<file path="config.mk">
export PLATFORM = sky130hd
export DESIGN_NAME = velocity_layer_crossfade_mixer_unit_flat
export DESIGN_NICKNAME = d
export VERILOG_FILES = /design/src/hdl/vlxf_pkg.sv /design/src/hdl/vlxf_if.sv /design/src/hdl/vlxf_div_stage.sv /design/src/hdl/velocity_layer_crossfade_mixer_unit.sv /design/src/flat_wrapper.sv
export SDC_FILE = /design/constraint.sdc
export NUM_CORES = 2
export LEC_CHECK = 0
export ABC_AREA = 1
export BUFFER_PORTS_ARGS = -buffer_cell sky130_fd_sc_hd__buf_4
export CAP_MARGIN = 10
export CORE_MARGIN = 5
export CORE_UTILIZATION = 35
export DETAILED_ROUTE_END_ITERATION = 6
export GPL_ROUTABILITY_DRIVEN = 0
export PLACE_DENSITY_LB_ADDON = 0.12
export SYNTH_ARGS = -nofsm -noshare
export SYNTH_HDL_FRONTEND = slang
export SYNTH_SLANG_ARGS = --single-unit
</file>
<file path="constraint.sdc">
create_clock -name clk -period 38.7 [get_ports clk]
set_clock_uncertainty 0.1 [all_clocks]
set_input_delay 1.935 -clock clk [delete_from_list [all_inputs] [get_ports clk]]
set_output_delay 1.935 -clock clk [all_outputs]
set_load 0.05 [all_outputs]
</file>
<file path="src/hdl/vlxf_pkg.sv">
// Shared types, widths and codes of the velocity layer crossfade mixer.
`timescale 1ns / 1ps

package vlxf_pkg;

  localparam int SAMPLE_BITS = 24;
  localparam int VEL_W       = 7;
  localparam int ZONE_W      = 3;
  localparam int CFG_IDX_W   = 8;
  localparam int CFG_DATA_W  = VEL_W;

  // divider: quotient bits split evenly over the divider stages
  localparam int DIV_STAGES  = 4;
  localparam int DIV_STEPS   = (SAMPLE_BITS + DIV_STAGES - 1) / DIV_STAGES;
  localparam int QUO_W       = DIV_STAGES * DIV_STEPS;
  localparam int REM_W       = VEL_W;
  localparam int MAG_W       = QUO_W + REM_W;
  localparam int NUM_W       = SAMPLE_BITS + VEL_W + 1;

  // select, multiply, magnitude, divider stages, output
  localparam int PIPE_STAGES = DIV_STAGES + 4;

  localparam logic [VEL_W-1:0] SOFT_FADE_START_RST = VEL_W'(8);
  localparam logic [VEL_W-1:0] SOFT_FADE_END_RST   = VEL_W'(59);
  localparam logic [VEL_W-1:0] HARD_FADE_START_RST = VEL_W'(67);
  localparam logic [VEL_W-1:0] HARD_FADE_END_RST   = VEL_W'(119);

  localparam logic [CFG_IDX_W-1:0] CFG_SOFT_FADE_START = CFG_IDX_W'(0);
  localparam logic [CFG_IDX_W-1:0] CFG_SOFT_FADE_END   = CFG_IDX_W'(1);
  localparam logic [CFG_IDX_W-1:0] CFG_HARD_FADE_START = CFG_IDX_W'(2);
  localparam logic [CFG_IDX_W-1:0] CFG_HARD_FADE_END   = CFG_IDX_W'(3);

  typedef enum logic [ZONE_W-1:0] {
    ZONE_SOFT      = 3'd0,
    ZONE_SOFT_MED  = 3'd1,
    ZONE_MED       = 3'd2,
    ZONE_MED_HARD  = 3'd3,
    ZONE_HARD      = 3'd4,
    ZONE_RELEASE   = 3'd5
  } zone_t;

  typedef logic signed [SAMPLE_BITS-1:0] sample_t;

  // partial remainder on top, dividend bits shifting out / quotient bits in below
  typedef struct packed {
    logic [REM_W-1:0] rem;
    logic [QUO_W-1:0] work;
  } div_t;

  // per-item control carried along the pipe
  typedef struct packed {
    zone_t            zone;
    logic             last;
    logic             fade;
    logic             neg_l;
    logic             neg_r;
    logic [VEL_W-1:0] span;
    sample_t          pass_l;
    sample_t          pass_r;
  } side_t;

endpackage

</file>
<file path="src/hdl/vlxf_if.sv">
// Stream and configuration interfaces of the crossfade mixer.
`timescale 1ns / 1ps

interface vlxf_layers_if;
  logic                                 valid;
  logic                                 ready;
  logic                                 key_down;
  logic [vlxf_pkg::VEL_W-1:0]           velocity;
  logic signed [vlxf_pkg::SAMPLE_BITS-1:0] soft_left;
  logic signed [vlxf_pkg::SAMPLE_BITS-1:0] soft_right;
  logic signed [vlxf_pkg::SAMPLE_BITS-1:0] medium_left;
  logic signed [vlxf_pkg::SAMPLE_BITS-1:0] medium_right;
  logic signed [vlxf_pkg::SAMPLE_BITS-1:0] hard_left;
  logic signed [vlxf_pkg::SAMPLE_BITS-1:0] hard_right;
  logic signed [vlxf_pkg::SAMPLE_BITS-1:0] release_left;
  logic signed [vlxf_pkg::SAMPLE_BITS-1:0] release_right;
  logic                                 last_frame;

  modport source (
    output valid, key_down, velocity, soft_left, soft_right, medium_left, medium_right,
           hard_left, hard_right, release_left, release_right, last_frame,
    input  ready
  );
  modport sink (
    input  valid, key_down, velocity, soft_left, soft_right, medium_left, medium_right,
           hard_left, hard_right, release_left, release_right, last_frame,
    output ready
  );
endinterface

interface vlxf_mix_if;
  logic                                 valid;
  logic                                 ready;
  logic signed [vlxf_pkg::SAMPLE_BITS-1:0] mix_left;
  logic signed [vlxf_pkg::SAMPLE_BITS-1:0] mix_right;
  logic [vlxf_pkg::ZONE_W-1:0]          zone;
  logic                                 last_out;

  modport source (output valid, mix_left, mix_right, zone, last_out, input ready);
  modport sink (input valid, mix_left, mix_right, zone, last_out, output ready);
endinterface

interface vlxf_cfg_if;
  logic                             valid;
  logic                             ready;
  logic [vlxf_pkg::CFG_IDX_W-1:0]   index;
  logic [vlxf_pkg::CFG_DATA_W-1:0]  data;

  modport source (output valid, index, data, input ready);
  modport sink (input valid, index, data, output ready);
endinterface

</file>
<file path="src/hdl/vlxf_div_stage.sv">
// One registered stage of the restoring divider: DIV_STEPS quotient bits per stage.
`timescale 1ns / 1ps

module vlxf_div_stage (
  input  logic                          clk,
  input  logic                          en,
  input  vlxf_pkg::div_t                d_in,
  input  logic [vlxf_pkg::REM_W-1:0]    divisor,
  output vlxf_pkg::div_t                d_out
);

  vlxf_pkg::div_t                cur;
  logic [vlxf_pkg::REM_W:0]      trial;

  always_comb begin
    cur   = d_in;
    trial = '0;
    for (int i = 0; i < vlxf_pkg::DIV_STEPS; i++) begin
      trial = {cur.rem, cur.work[vlxf_pkg::QUO_W-1]};
      if (trial >= {1'b0, divisor}) begin
        cur.rem  = vlxf_pkg::REM_W'(trial - {1'b0, divisor});
        cur.work = {cur.work[vlxf_pkg::QUO_W-2:0], 1'b1};
      end else begin
        cur.rem  = trial[vlxf_pkg::REM_W-1:0];
        cur.work = {cur.work[vlxf_pkg::QUO_W-2:0], 1'b0};
      end
    end
  end

  always_ff @(posedge clk) begin
    if (en) begin
      d_out <= cur;
    end
  end

endmodule

</file>
<file path="src/hdl/velocity_layer_crossfade_mixer_unit.sv">
// Top level of the velocity layer crossfade mixer.
`timescale 1ns / 1ps
//
//  channel | dir | handshake   | payload
//  --------+-----+-------------+-----------------------------------------------
//  layers  | in  | valid/ready | key_down, velocity, 4 stereo layer samples, last_frame
//  mix     | out | valid/ready | mix_left, mix_right, zone, last_out
//  cfg     | in  | valid/ready | index, data (four 7-bit velocity thresholds)
//
//  One frame per cycle sustained while mix is ready; the layers transfer reaches
//  the mix result through the PIPE_STAGES registers in order: select, multiply,
//  magnitude, the four divider stages and the output register.
//  Synchronous active-high reset clears the valid bits and loads the default
//  thresholds. cfg is always ready.
//  Each stage advances when it is empty or the stage after it advances, so
//  bubbles are squeezed out and a stall on mix holds every item in place.

module velocity_layer_crossfade_mixer_unit (
  input logic           clk,
  input logic           rst,
  vlxf_layers_if.sink   layers,
  vlxf_mix_if.source    mix,
  vlxf_cfg_if.sink      cfg
);

  localparam int LAST = vlxf_pkg::PIPE_STAGES - 1;
  localparam int DS   = vlxf_pkg::DIV_STAGES;

  // Velocity thresholds
  logic [vlxf_pkg::VEL_W-1:0] soft_start, soft_end, hard_start, hard_end;

  assign cfg.ready = 1'b1;

  always_ff @(posedge clk) begin
    if (rst) begin
      soft_start <= vlxf_pkg::SOFT_FADE_START_RST;
      soft_end   <= vlxf_pkg::SOFT_FADE_END_RST;
      hard_start <= vlxf_pkg::HARD_FADE_START_RST;
      hard_end   <= vlxf_pkg::HARD_FADE_END_RST;
    end else if (cfg.valid) begin
      unique case (cfg.index)
        vlxf_pkg::CFG_SOFT_FADE_START: soft_start <= cfg.data;
        vlxf_pkg::CFG_SOFT_FADE_END:   soft_end   <= cfg.data;
        vlxf_pkg::CFG_HARD_FADE_START: hard_start <= cfg.data;
        vlxf_pkg::CFG_HARD_FADE_END:   hard_end   <= cfg.data;
        default: ;  // unknown register, write dropped
      endcase
    end
  end

  // Pipe control: per-stage valid and advance
  logic [vlxf_pkg::PIPE_STAGES-1:0] vld;
  logic [vlxf_pkg::PIPE_STAGES-1:0] en;
  vlxf_pkg::side_t                  side [vlxf_pkg::PIPE_STAGES];

  always_comb begin
    en[LAST] = !vld[LAST] || mix.ready;
    for (int k = LAST - 1; k >= 0; k--) begin
      en[k] = !vld[k] || en[k+1];
    end
  end

  assign layers.ready = en[0];

  always_ff @(posedge clk) begin
    if (rst) begin
      vld <= '0;
    end else begin
      for (int k = 0; k < vlxf_pkg::PIPE_STAGES; k++) begin
        if (en[k]) begin
          vld[k] <= (k == 0) ? layers.valid : vld[k-1 < 0 ? 0 : k-1];
        end
      end
    end
  end

  // Stage 0: zone decode and operand select.
  // Threshold tests run in fixed order, so a zone with non-increasing bounds
  // is never picked and a chosen fade always has hi > lo.
  vlxf_pkg::side_t              side_in;
  vlxf_pkg::sample_t            sel_a_l, sel_a_r, sel_b_l, sel_b_r;
  logic [vlxf_pkg::VEL_W-1:0]   sel_lo, sel_hi;

  always_comb begin
    side_in        = '0;
    side_in.last   = layers.last_frame;
    sel_a_l        = layers.soft_left;
    sel_a_r        = layers.soft_right;
    sel_b_l        = layers.medium_left;
    sel_b_r        = layers.medium_right;
    sel_lo         = soft_start;
    sel_hi         = soft_end;
    priority if (!layers.key_down) begin
      side_in.zone = vlxf_pkg::ZONE_RELEASE;
      sel_a_l      = layers.release_left;
      sel_a_r      = layers.release_right;
    end else if (layers.velocity <= soft_start) begin
      side_in.zone = vlxf_pkg::ZONE_SOFT;
    end else if (layers.velocity <= soft_end) begin
      side_in.zone = vlxf_pkg::ZONE_SOFT_MED;
      side_in.fade = 1'b1;
    end else if (layers.velocity <= hard_start) begin
      side_in.zone = vlxf_pkg::ZONE_MED;
      sel_a_l      = layers.medium_left;
      sel_a_r      = layers.medium_right;
    end else if (layers.velocity <= hard_end) begin
      side_in.zone = vlxf_pkg::ZONE_MED_HARD;
      side_in.fade = 1'b1;
      sel_a_l      = layers.medium_left;
      sel_a_r      = layers.medium_right;
      sel_b_l      = layers.hard_left;
      sel_b_r      = layers.hard_right;
      sel_lo       = hard_start;
      sel_hi       = hard_end;
    end else begin
      side_in.zone = vlxf_pkg::ZONE_HARD;
      sel_a_l      = layers.hard_left;
      sel_a_r      = layers.hard_right;
    end
    side_in.span   = sel_hi - sel_lo;
    side_in.pass_l = sel_a_l;
    side_in.pass_r = sel_a_r;
  end

  vlxf_pkg::sample_t            a_l, a_r, b_l, b_r;
  logic [vlxf_pkg::VEL_W-1:0]   wa, wb;

  always_ff @(posedge clk) begin
    if (en[0]) begin
      a_l <= sel_a_l;
      a_r <= sel_a_r;
      b_l <= sel_b_l;
      b_r <= sel_b_r;
      wa  <= sel_hi - layers.velocity;
      wb  <= layers.velocity - sel_lo;
    end
  end

  // Stage 1: weighted sum a*(hi-v) + b*(v-lo)
  logic signed [vlxf_pkg::NUM_W-1:0] num_l, num_r;
  logic signed [vlxf_pkg::NUM_W-1:0] wa_s, wb_s;

  assign wa_s = vlxf_pkg::NUM_W'($signed({1'b0, wa}));
  assign wb_s = vlxf_pkg::NUM_W'($signed({1'b0, wb}));

  always_ff @(posedge clk) begin
    if (en[1]) begin
      num_l <= vlxf_pkg::NUM_W'(a_l) * wa_s + vlxf_pkg::NUM_W'(b_l) * wb_s;
      num_r <= vlxf_pkg::NUM_W'(a_r) * wa_s + vlxf_pkg::NUM_W'(b_r) * wb_s;
    end
  end

  // Stage 2: sign and magnitude, loaded as the divider's starting word
  logic signed [vlxf_pkg::NUM_W-1:0] abs_l, abs_r;
  vlxf_pkg::side_t                   side_abs;
  vlxf_pkg::div_t                    div_l [DS+1];
  vlxf_pkg::div_t                    div_r [DS+1];

  assign abs_l = num_l[vlxf_pkg::NUM_W-1] ? -num_l : num_l;
  assign abs_r = num_r[vlxf_pkg::NUM_W-1] ? -num_r : num_r;

  always_comb begin
    side_abs       = side[1];
    side_abs.neg_l = num_l[vlxf_pkg::NUM_W-1];
    side_abs.neg_r = num_r[vlxf_pkg::NUM_W-1];
  end

  always_ff @(posedge clk) begin
    if (en[2]) begin
      div_l[0] <= vlxf_pkg::div_t'(vlxf_pkg::MAG_W'(unsigned'(abs_l)));
      div_r[0] <= vlxf_pkg::div_t'(vlxf_pkg::MAG_W'(unsigned'(abs_r)));
    end
  end

  // Side band travels with every stage
  always_ff @(posedge clk) begin
    if (en[0]) begin
      side[0] <= side_in;
    end
    for (int k = 1; k < vlxf_pkg::PIPE_STAGES; k++) begin
      if (en[k]) begin
        side[k] <= (k == 2) ? side_abs : side[k-1];
      end
    end
  end

  // Stages 3 .. 3+DS-1: restoring division by the fade span
  for (genvar j = 0; j < DS; j++) begin : g_div
    vlxf_div_stage u_div_l (
      .clk     (clk),
      .en      (en[3+j]),
      .d_in    (div_l[j]),
      .divisor (side[2+j].span),
      .d_out   (div_l[j+1])
    );
    vlxf_div_stage u_div_r (
      .clk     (clk),
      .en      (en[3+j]),
      .d_in    (div_r[j]),
      .divisor (side[2+j].span),
      .d_out   (div_r[j+1])
    );
  end

  // Output stage: restore sign, clamp, or pass the single layer through
  function automatic vlxf_pkg::sample_t sign_sat(input logic [vlxf_pkg::QUO_W-1:0] q,
                                                 input logic neg);
    logic [vlxf_pkg::QUO_W-1:0] pos_max;
    logic [vlxf_pkg::QUO_W-1:0] neg_max;
    logic [vlxf_pkg::SAMPLE_BITS-1:0] low;
    pos_max = vlxf_pkg::QUO_W'((64'd1 << (vlxf_pkg::SAMPLE_BITS - 1)) - 64'd1);
    neg_max = vlxf_pkg::QUO_W'(64'd1 << (vlxf_pkg::SAMPLE_BITS - 1));
    low     = q[vlxf_pkg::SAMPLE_BITS-1:0];
    if (!neg && q > pos_max) begin
      return vlxf_pkg::sample_t'(pos_max[vlxf_pkg::SAMPLE_BITS-1:0]);
    end else if (neg && q > neg_max) begin
      return vlxf_pkg::sample_t'(neg_max[vlxf_pkg::SAMPLE_BITS-1:0]);
    end else if (neg) begin
      return vlxf_pkg::sample_t'(-low);
    end
    return vlxf_pkg::sample_t'(low);
  endfunction

  vlxf_pkg::sample_t out_l, out_r;

  always_ff @(posedge clk) begin
    if (en[LAST]) begin
      out_l <= side[LAST-1].fade ? sign_sat(div_l[DS].work, side[LAST-1].neg_l)
                                 : side[LAST-1].pass_l;
      out_r <= side[LAST-1].fade ? sign_sat(div_r[DS].work, side[LAST-1].neg_r)
                                 : side[LAST-1].pass_r;
    end
  end

  assign mix.valid     = vld[LAST];
  assign mix.mix_left  = out_l;
  assign mix.mix_right = out_r;
  assign mix.zone      = side[LAST].zone;
  assign mix.last_out  = side[LAST].last;

endmodule

</file>
<file path="src/flat_wrapper.sv">
// flat-port wrapper written by rule: the top's interface ports become plain ports
module velocity_layer_crossfade_mixer_unit_flat 
  (clk, rst, layers_valid, layers_key_down, layers_velocity, layers_soft_left, layers_soft_right, layers_medium_left, layers_medium_right, layers_hard_left, layers_hard_right, layers_release_left, layers_release_right, layers_last_frame, layers_ready, mix_valid, mix_mix_left, mix_mix_right, mix_zone, mix_last_out, mix_ready, cfg_valid, cfg_index, cfg_data, cfg_ready);
  vlxf_layers_if layers_i ();
  vlxf_mix_if mix_i ();
  vlxf_cfg_if cfg_i ();
  input logic clk;
  input logic rst;
  input wire logic [$bits(layers_i.valid)-1:0] layers_valid;
  input wire logic [$bits(layers_i.key_down)-1:0] layers_key_down;
  input wire logic [$bits(layers_i.velocity)-1:0] layers_velocity;
  input wire logic [$bits(layers_i.soft_left)-1:0] layers_soft_left;
  input wire logic [$bits(layers_i.soft_right)-1:0] layers_soft_right;
  input wire logic [$bits(layers_i.medium_left)-1:0] layers_medium_left;
  input wire logic [$bits(layers_i.medium_right)-1:0] layers_medium_right;
  input wire logic [$bits(layers_i.hard_left)-1:0] layers_hard_left;
  input wire logic [$bits(layers_i.hard_right)-1:0] layers_hard_right;
  input wire logic [$bits(layers_i.release_left)-1:0] layers_release_left;
  input wire logic [$bits(layers_i.release_right)-1:0] layers_release_right;
  input wire logic [$bits(layers_i.last_frame)-1:0] layers_last_frame;
  output wire logic [$bits(layers_i.ready)-1:0] layers_ready;
  output wire logic [$bits(mix_i.valid)-1:0] mix_valid;
  output wire logic [$bits(mix_i.mix_left)-1:0] mix_mix_left;
  output wire logic [$bits(mix_i.mix_right)-1:0] mix_mix_right;
  output wire logic [$bits(mix_i.zone)-1:0] mix_zone;
  output wire logic [$bits(mix_i.last_out)-1:0] mix_last_out;
  input wire logic [$bits(mix_i.ready)-1:0] mix_ready;
  input wire logic [$bits(cfg_i.valid)-1:0] cfg_valid;
  input wire logic [$bits(cfg_i.index)-1:0] cfg_index;
  input wire logic [$bits(cfg_i.data)-1:0] cfg_data;
  output wire logic [$bits(cfg_i.ready)-1:0] cfg_ready;
  assign layers_i.valid = layers_valid;
  assign layers_i.key_down = layers_key_down;
  assign layers_i.velocity = layers_velocity;
  assign layers_i.soft_left = layers_soft_left;
  assign layers_i.soft_right = layers_soft_right;
  assign layers_i.medium_left = layers_medium_left;
  assign layers_i.medium_right = layers_medium_right;
  assign layers_i.hard_left = layers_hard_left;
  assign layers_i.hard_right = layers_hard_right;
  assign layers_i.release_left = layers_release_left;
  assign layers_i.release_right = layers_release_right;
  assign layers_i.last_frame = layers_last_frame;
  assign layers_ready = layers_i.ready;
  assign mix_valid = mix_i.valid;
  assign mix_mix_left = mix_i.mix_left;
  assign mix_mix_right = mix_i.mix_right;
  assign mix_zone = mix_i.zone;
  assign mix_last_out = mix_i.last_out;
  assign mix_i.ready = mix_ready;
  assign cfg_i.valid = cfg_valid;
  assign cfg_i.index = cfg_index;
  assign cfg_i.data = cfg_data;
  assign cfg_ready = cfg_i.ready;
  velocity_layer_crossfade_mixer_unit u_core (.clk(clk), .rst(rst), .layers(layers_i), .mix(mix_i), .cfg(cfg_i));
endmodule
</file>
* After elaboration in Yosys (flattened, before gate mapping)
Memory sizes are Yosys's and may differ from the RTL's.
Cells that the tools add are included.
** Cells by class
- Add/sub/neg operators :: 55
- Multiply operators :: 4
- Order comparisons :: 56
- Equal/unequal tests :: 3
- Mux-type cells :: 124
- Reduce and logical (&&, ||, !) cells :: 27
** Operator list (number)
- two-way mux 31 bit :: 48
- two-way mux 24 bit :: 30
- >= comparator 8 x 7 -> 1 bit :: 48
- subtractor 7 bit :: 49
- multiplier 24 x 8 -> 32 bit :: 4
- two-way mux 7 bit :: 10
- adder 32 bit :: 2
- negation 31 bit :: 2
- > comparator 24 x 23 -> 1 bit (second input constant) :: 2
- > comparator 24 bit (second input constant) :: 2
- negation 24 bit :: 2
- two-way mux 1 bit :: 31
- less-or-equal comparator 7 bit :: 4
- == test 8 x 2 -> 1 bit (second input constant) :: 2
- two-way mux 3 bit :: 5
- zero test 1 bit :: 10
- == test 8 x 1 -> 1 bit (second input constant) :: 1
- zero test 8 bit :: 1
- logical OR 1 bit :: 8
- AND reduction 2 bit :: 4
- logical AND 1 bit :: 4
** Word-level totals
- Flip-flop bits (word level) :: 554
- RAM bits :: 496
- Bits of input ports :: 221
- Memories :: 1
** Memory list
- u_core.side :: depth 8, bits a word 62, rd ports 8, clocked after memory_dff 0, wr ports 8, line velocity_layer_crossfade_mixer_unit.sv:54 : vlxf_pkg::side_t side [vlxf_pkg::PIPE_STAGES];

* Depth between registers and ports, before layout
An unclocked memory read counts as a cell.
- Depth in word-level cells :: 13
- Mapped depth :: 76
- Gate-level depth less buffers :: 74

* Cells and area by module
From an unflattened synthesis, not the netlist that was laid out.
** Second synthesis, totals
- Cell total of the unflattened synthesis :: 8803
- Area total of the unflattened synthesis :: 79558.8 µm²
** Modules (own cells, without submodules)
- velocity_layer_crossfade_mixer_unit :: times used 1, cells each 5409, area each 53032.1 µm², sequential area each 20629.8 µm²
- vlxf_div_stage (u_core.g_div[0].u_div_l ...) :: times used 7, cells each 424, area each 3314.4 µm², sequential area each 930.9 µm²
- vlxf_div_stage (u_core.g_div[3].u_div_r) :: times used 1, cells each 426, area each 3325.7 µm², sequential area each 930.9 µm²

* Worst setup path before layout
No wires, ideal clock.
- Kind :: input -> output
- From :: in mix_ready
- To :: out layers_ready
- Data arrival time :: 18.804 ns
- Slack :: 17.861 ns
- Cell stages on the path :: 14
- Path buffers :: 0
- Path through :: nor2_1 inv_1 nor2_1 inv_1 nor2_1 inv_1 nor2_1 inv_1 nor2_1 inv_1 nor2_1 inv_1 nor2_1 nand2_1
** Between the ends
- Longest elaborated chain between the ends :: 8
** Ends and longest elaborated chain
- start: declaration :: line flat_wrapper.sv:27 : input wire logic [$bits(mix_i.ready)-1:0] mix_ready;
- logical OR 1 bit :: line velocity_layer_crossfade_mixer_unit.sv:57 : en[LAST] = !vld[LAST] || mix.ready;
- named net u_core.en (one bit) :: line velocity_layer_crossfade_mixer_unit.sv:53 : logic [vlxf_pkg::PIPE_STAGES-1:0] en;
- logical OR 1 bit :: line velocity_layer_crossfade_mixer_unit.sv:59 : en[k] = !vld[k] || en[k+1];
- named net u_core.en (one bit) :: line velocity_layer_crossfade_mixer_unit.sv:53
- logical OR 1 bit :: line velocity_layer_crossfade_mixer_unit.sv:59
- named net u_core.en (one bit) :: line velocity_layer_crossfade_mixer_unit.sv:53
- logical OR 1 bit :: line velocity_layer_crossfade_mixer_unit.sv:59
- named net u_core.en (one bit) :: line velocity_layer_crossfade_mixer_unit.sv:53
- logical OR 1 bit :: line velocity_layer_crossfade_mixer_unit.sv:59
- named net u_core.en (one bit) :: line velocity_layer_crossfade_mixer_unit.sv:53
- logical OR 1 bit :: line velocity_layer_crossfade_mixer_unit.sv:59
- named net u_core.en (one bit) :: line velocity_layer_crossfade_mixer_unit.sv:53
- logical OR 1 bit (2 in a row) :: line velocity_layer_crossfade_mixer_unit.sv:59
- end: declaration :: line flat_wrapper.sv:21 : output wire logic [$bits(layers_i.ready)-1:0] layers_ready;
The timed path passes the listed nets, and every way through them passes these cells.

==> key figures <==
Drt
  – Routed via count: 54.6k
  – DR vias/cell: 4.74
  – WL/cell: 17.9 um
  – DR iter-0 viols: 3232
  – Antenna-violating nets left: 0
  – DRC viols: 0
  – Total wire length: 207000 um
  – Pre-antenna DRT Iters: 6

Yosys
  – Post-synth cell types: 77
  – Largest family of logic cells by synthesized area: adder cells
  – Seq cells post-synth: 933
  – Biggest area consumer among synthesized cells: edfxtp_1
  – Proportion of synthesized area in mux cells: 0.0568%
  – Sequential share of the synthesized area: 35.9%
  – Adder-cell share of the synthesized area: 26.9%
  – EDFF count, synth: 897
  – Gate Count Post-Synth: 8274
  – Mapped Avg Cell Area: 9.32 sq um
  – Post-synthesis compound-gate area fraction: 7.75%
  – Most instantiated cells after synthesis: 1848 x nand2_1, 1747 x inv_1, 897 x edfxtp_1
  – Synth warnings: 0
  – Syn Nets: 9752
  – Synth Area in XOR/XNOR: 4.07%
  – Area share of the largest cell type after synthesis: 34.9%
  – Top-count cell post-synth: nand2_1
  – Mapped cell area: 77100 sq um
  – Ys async rst share: 0%
  – Main area contributors after synthesis: edfxtp_1 35%, fa_1 17%, ha_1 9.6%
  – Synth Area in Simple Gates: 15.7%
  – Ys flop type: edfxtp_1

CTS
  – CTS Root Cell: clkbuf_16
  – Setup Buffers After CTS: 0
  – CTS tree: done
  – TritonCTS Buffers: 108
  – H-tree depth: 3
  – Worst-path clk slew: 60 ps
  – Skew-Pair Late Insertion Delay: 750 ps
  – Clock sink total: 933
  – CTS Buffer Depth: 3
  – CTS Hold Bufs: 0
  – Post-CTS Resized: 0

STA
  – Period minus WS final: 11740 ps
  – Slew @ Worst Pin: 1050 ps
  – Slew Limit Headroom: 30.1%
  – RSZ-0062 raised after global routing: no
  – Max-slew violation count: 0
  – Final setup fails: 0
  – Setup TNS: 0 ps
  – Final period util: 30.3%
  – Max Fclk: 0.0852 GHz
  – Endpoints failing hold: 0

Die
  – Ports: 276
  – Die X-Extent: 479 um
  – Core Rows: 172
  – Die H: 479 um
  – Core Area: 220000 sq um
  – Die area: 230000 sq um
  – Starting density of the core: 35.1%

Global routing
  – Largest net degree at the start of global routing: 101
  – Initial antenna violation count: 13
  – Vias in the first global route: 56.5k
  – First-pass GRT wire length: 325000 um
  – Grt total ovfl: 0
  – Gr usage total: 18.0%

Outcome
  – Outcome: completed

Critical path
  – Worst setup EP type: flip-flop
  – Slowest cell delay on critical path: 560 ps
  – Most frequent CP cell: inv_1
  – Reg2reg start: u_core.side[1][115]
  – Flop2flop setup slack: 26960 ps
  – WP data required: 39100 ps
  – Worst-path fanout max: 12
  – R2r worst-path depth: 57
  – Worst setup SP type: flip-flop
  – WP buf/inv: 8
  – WS Path Type: reg -> reg
  – CP top delay family: compound AO/OA/AOI/OAI gates
  – CP Data Arrival Time: 12140 ps
  – Critical-path top delay cell: inv_1
  – R2R Path End: u_core.g_div[3].u_div_r.d_out[0]

Final layout
  – Layout Nets: 10.0k
  – Area growth, synth to finish: 12.0%
  – Share of layout cells above drive strength 1: 9.17%

Min path
  – Hold crit path type: reg -> reg
  – Worst Hold End: u_core.side[0][233]
  – Hold path start: u_core.side[0][171]
  – Hold Crit Depth: 0

Place
  – PortBufs: 274
  – Post-DP HPWL: 164000 um

Run
  – Max Cap Violations: 0
-- area by class of cell --
type / count / area (sq um)
fillers: 21800 / 133000
multi-input cells: 5399 / 42000
flip-flops and latches: 933 / 27700
inverters: 1779 / 6700
well taps: 2871 / 3590
clock buffers: 125 / 2800
repair buffers: 329 / 2480
clock inverters: 79 / 1070
diodes: 5 / 12.5
-- worst reg2reg max path: cells and delay by family (launching register included) --
kind	cells	cell delay [ps]
buffers and inverters	8	1370
AO/OA/AOI/OAI	25	4650
AND/OR/NAND/NOR	18	2670
adder cells (fa/ha/maj)	6	2370
flip-flops	1	350
-- logic make-up after synthesis --
logic type	after synthesis
simple gates	2752
fa+ha+maj	1257
mux	4
xor+xnor	358
buf+inv	1942
other cells	1
flops	933
compound gates	1027
-- through the flow --
stage / hold WS [ps] / instance area (sq um) / utilization (%) / setup WS [ps] / instances
detailed placement: 305 / 82500 / 37.6 / 26940 / 11300
floorplan: 300 / 77100 / - / 17860 / 8274
finish: 278 / 86300 / 39.3 / 26960 / 11500
global placement: 303 / 82500 / 37.6 / 27000 / 11300
CTS: 269 / 86300 / 39.3 / 26900 / 11500
global route: 287 / 86300 / 39.3 / 25570 / 11500
-- metal layers --
| layer | wire length [um] | track usage, % | vias to the layer above |
|---|---|---|---|
| met5 | 0 | 0 | - |
| met4 | 4670 | 3.68 | 0 |
| met3 | 8860 | 2.35 | 240 |
| met2 | 92800 | 29.0 | 1148 |
| met1 | 100000 | 25.9 | 26300 |
| li1 | - | - | 26900 |
-- sequential cells by signal, summed over array words and instances, names as in the netlist, 31 cells and up --
| register | flops |
|---|---|
| u_core.div_r | 31 |
| u_core.g_div.u_div_l.d_out | 117 |
| u_core.num_r | 32 |
| u_core.side | 381 |
| u_core.div_l | 31 |
| u_core.num_l | 32 |
| u_core.g_div.u_div_r.d_out | 117 |
-- how the worst max path moves through the flow --
stage,start,to,cells past startpoint
after global placement,u_core.side[1][115],u_core.g_div[3].u_div_r.d_out[0],57
after floorplan,mix_ready,layers_ready,14
after global routing,u_core.side[1][112],u_core.g_div[3].u_div_r.d_out[0],60
final,u_core.side[1][115],u_core.g_div[3].u_div_r.d_out[0],57
after detailed placement,u_core.side[0][173],u_core.g_div[0].u_div_r.d_out[29],62
after CTS,u_core.side[0][173],u_core.g_div[0].u_div_r.d_out[29],62
-- placed cells by master (no fill, tap or decap), types with 66 or more instances in the layout --
| cell | Yosys | layout |
|---|---|---|
| inv_1 | 1747 | 1740 |
| clkbuf_16 | 0 | 109 |
| nor3_1 | 66 | 66 |
| xnor2_1 | 141 | 141 |
| o211ai_1 | 72 | 72 |
| nand3_1 | 207 | 206 |
| nor2_1 | 320 | 320 |
| fa_1 | 665 | 665 |
| ha_1 | 592 | 592 |
| edfxtp_1 | 897 | 897 |
| nand2_1 | 1848 | 1846 |
| xor2_1 | 217 | 217 |
| o21ai_0 | 267 | 267 |
| buf_4 | 6 | 328 |
| a21oi_1 | 443 | 443 |
Power is left out: the tool's default activity adds up to more than one toggle a clock period on the data nets, which glitch-free logic cannot reach.
